--- src/hw/rtl/rht_ram.sv ---
// Generic synchronous RAM: one write port, one read port, registered read data.
// No dependencies.
module rht_ram #(
	parameter int unsigned WIDTH = 8,
	parameter int unsigned DEPTH = 16
) (
	input  logic                                   clk,
	input  logic                                   we,
	input  logic [(DEPTH > 1 ? $clog2(DEPTH) : 1)-1:0] waddr,
	input  logic [WIDTH-1:0]                       wdata,
	input  logic [(DEPTH > 1 ? $clog2(DEPTH) : 1)-1:0] raddr,
	output logic [WIDTH-1:0]                       rdata
);

	logic [WIDTH-1:0] mem [DEPTH];

	always_ff @(posedge clk) begin
		if (we) begin
			mem[waddr] <= wdata;
		end
		rdata <= mem[raddr];
	end

endmodule

--- config.mk ---
export PLATFORM = sky130hd
export DESIGN_NAME = rht_ram
export DESIGN_NICKNAME = d
export VERILOG_FILES = /design/src/hw/rtl/rht_ram.sv
export SDC_FILE = /design/constraint.sdc
export NUM_CORES = 1
export LEC_CHECK = 0
export ABC_AREA = 0
export BUFFER_PORTS_ARGS = -buffer_cell sky130_fd_sc_hd__buf_2
export CORE_ASPECT_RATIO = 1.75
export CORE_MARGIN = 5
export CORE_UTILIZATION = 53
export DETAILED_ROUTE_END_ITERATION = 6
export PLACE_DENSITY = 0.73
export RECOVER_POWER = 25
export SETUP_SLACK_MARGIN = 0.4
export SYNTH_ARGS = -nofsm -noshare
export SYNTH_HDL_FRONTEND = slang
export SYNTH_SLANG_ARGS = --single-unit
export TNS_END_PERCENT = 50
--- constraint.sdc ---
create_clock -name clk -period 1.7 [get_ports clk]
set_input_delay 0.17 -clock clk [delete_from_list [all_inputs] [get_ports clk]]
set_output_delay 0.17 -clock clk [all_outputs]
set_load 0.02 [all_outputs]
* Word-level counts from Yosys, hierarchy flattened
Memory sizes are Yosys's and may differ from the RTL's. A register that Yosys moved wholly into a read port is not among the register bits. Cells that the tools add are included.
Storage, ports and cells: bits in registers 0, RAM bits 128, input port bits 18, logic and storage cells 3, memories kept 1
Memory list:
- mem | words 16, bits a word 8, read ports 1, clocked after memory_dff 1, wr ports 1, RTL line 15 | logic [WIDTH-1:0] mem [DEPTH];
Operators by class: muxes and demuxes 2
Operators with widths (count):
- 1-bit 2-to-1 mux | 2

* Depth between registers and ports, before layout
depth in word-level cells 2, depth in mapped cells 5, gate-level depth less buffers 3

* Least setup slack after synthesis
Ideal clock, no wire load.
kind input -> register, start point in waddr[2] (netlist name), end point mem mem[0][0], enable pin, setup time 0.383 ns, data arrival time 1.280 ns, data required time 1.317 ns, slack 0.037 ns, cell stages on the path 2, cell sequence or3b_2 nor3_1
RTL lines:
- start, declared | RTL line 9 | input logic [(DEPTH > 1 ? $clog2(DEPTH) : 1)-1:0] waddr,
- end, declared | RTL line 15
No word-level cell before the write port.

==> flow_summary.ini <==
[worst_hold_path]
hold_path_class = input port to flip-flop

[drt]
via_count = 2438
drt-initial-drc-count = 236
firstDrtPassIters = 4
drc_errors = 0
ant_nets = 0
viasPerCell = 5.76
drt-total-wl_um = 9920
wl_per_cell_um = 23.4

[global_routing]
antenna_found_initial = 0
gr-usage-all-layers_pct = 18.4
grt_pass1_wl_um = 15800
grt_start_max_net_pins = 33
grt_overflow = 0
grt_pass1_vias = 2602

[synthesis]
synth.distinct_cells = 19
netlist_area_um2 = 5150
ys_seq_area_share_pct = 77.8
yosys_register_bits = 136
synth.avg_cell_area_um2 = 22.5
ys.warnings.count = 0
synthesis.nets = 247
synth_cells = 229

[power]
p_per_area_nw_per_um2 = 1270
ir_drop_v = 0.00153
total_leakage_power_nw = 2.10

[worst_setup_path]
path_cells = mux4_2 -> a22oi_2 -> nand2_1
arrival_ns = 1.56
cp_max_fo = 1
crit_family = multiplexers
cp_data_required_time_ns = 1.98
critPathKind = flip-flop to flip-flop
crit_slowest_cell = mux4_2
r2r_slack_ns = 0.41
critical-path-max-stage-delay_ns = 0.50
crit_path_start_kind = flip-flop
crit_buf_inv = 0
end_kind = flip-flop

[layout]
layout-drive-gt1-share_pct = 36.2
final_nets = 307
final_common_cell = edfxtp_1
antenna_cells = 0
final_cell_mix = 128 x edfxtp_1, 24 x mux4_2, 23 x buf_4
syn_to_final_growth_pct = 20.5
fin_cells = 423

[placed_design]
dp.cells = 392
gp_congestion = 0.790
port_buffers = 25
hpwl_um = 6570

[clock_tree]
cts.path.max_buffers = 2
clk_pin_slew_ns = 0.05
cts_hold_buf = 0
root_buffer = clkbuf_16
clock_latency_ns = 0.40
cts_buffers = 17
cts_tree = yes
htreeDepth = 4
postCtsSetupBuffers = 0
clock-sinks = 136

[floorplan]
fp.dieH_um = 140
io_pins = 26
core_um2 = 9470
die_w_um = 84.5
rows = 47
fp.dieArea_um2 = 11900
start_util_pct = 54.4

[sta]
slew_headroom_pct = 54.6
maxSlewViolCount = 0
hold_ws_ns = 0.173
worst_slew_pin_slew_ns = 0.681
rsz0062_at_grt = yes
setup_viol = 0
period_needed_ns = 1.29
fin_tns_setup_ns = 0
max_freq_mhz = 778
hold_violations = 0
final.setup_skew_ns = 0.00711
timing.final.crit_share_pct = 75.6

[job]
maxCapViolations = 0

[status]
status = finished clean
==> state kept, by name, summed over array words and instances, names as in the netlist <==
signal and flops:
mem 128, rdata 8
==> where the power goes <==
part	switching, W	internal, W
combinational	0.000226	0.000165
sequential	0.0000246	0.00375
clock	0.00129	0.00244
==> what timing repair did <==
action / 4_1_cts / 5_1_grt
setup endpoints to repair: 4 / 7
pin swaps: 1 / 2
resized for setup: 4 / 9
==> per-layer routing <==
layer  up-vias  part of all wire (%)  track usage [%]
met5         -                     0                0
met4         0                   2.1             7.26
met3        19                   4.8             4.76
met2        87                    55             30.9
met1      1242                    39             22.9
li1       1090                     -                -
==> cell families after synthesis <==
logic type	synth area share, %
AO/OA/AOI/OAI	2.33
buffers and inverters	1.68
flip-flops	77.8
multiplexers	15.0
AND/OR/NAND/NOR	3.18
==> final timing paths <==
| check | startpoint | endpoint | cells past startpoint |
|---|---|---|---|
| max | mem[3][0]$_DFFE_PP_ | rdata[0]$_DFF_P_ | 3 |
| min | wdata[2] | mem[8][2]$_DFFE_PP_ | 1 |
| max reg2reg | mem[3][0]$_DFFE_PP_ | rdata[0]$_DFF_P_ | 3 |
| min reg2reg | mem[8][5]$_DFFE_PP_ | rdata[5]$_DFF_P_ | 3 |
==> final cells by class <==
class / count / area (um2)
clock buffer: 18 / 429
sequential: 136 / 4000
timing repair buffer: 51 / 349
multi-input combinational: 83 / 1090
tap: 122 / 153
clock inverter: 13 / 179
fill: 634 / 3260
==> synth_stat cells <==
cell type / number / area share [%]
a22oi_1: 16 / 2.3
and2_1: 1 / 0.12
and2b_1: 1 / 0.15
buf_2: 3 / 0.29
buf_4: 1 / 0.15
buf_6: 3 / 0.66
clkdlybuf4s25_2: 3 / 0.58
dfxtp_1: 8 / 3.1
edfxtp_1: 128 / 75
mux4_1: 14 / 7.1
mux4_2: 18 / 7.9
nand2_1: 9 / 0.66
nand2b_1: 2 / 0.24
nand3_1: 1 / 0.097
nand3b_1: 2 / 0.29
nor2_1: 13 / 0.95
nor2b_1: 1 / 0.12
nor3_1: 4 / 0.39
or3b_2: 1 / 0.17
==> metrics by stage <==
stage	setup slack [ns]	area, um2	power, W	util [%]
floorplan	0.338	5170	0.00406	-
global route	0.363	6200	0.00815	65.5
global placement	0.0958	5590	0.00422	59.1
detailed placement	0.0871	5590	0.00423	59.1
CTS	0.392	6200	0.00796	65.5
finish	0.414	6200	0.00789	65.5
(Power assumes the default switching activity.)
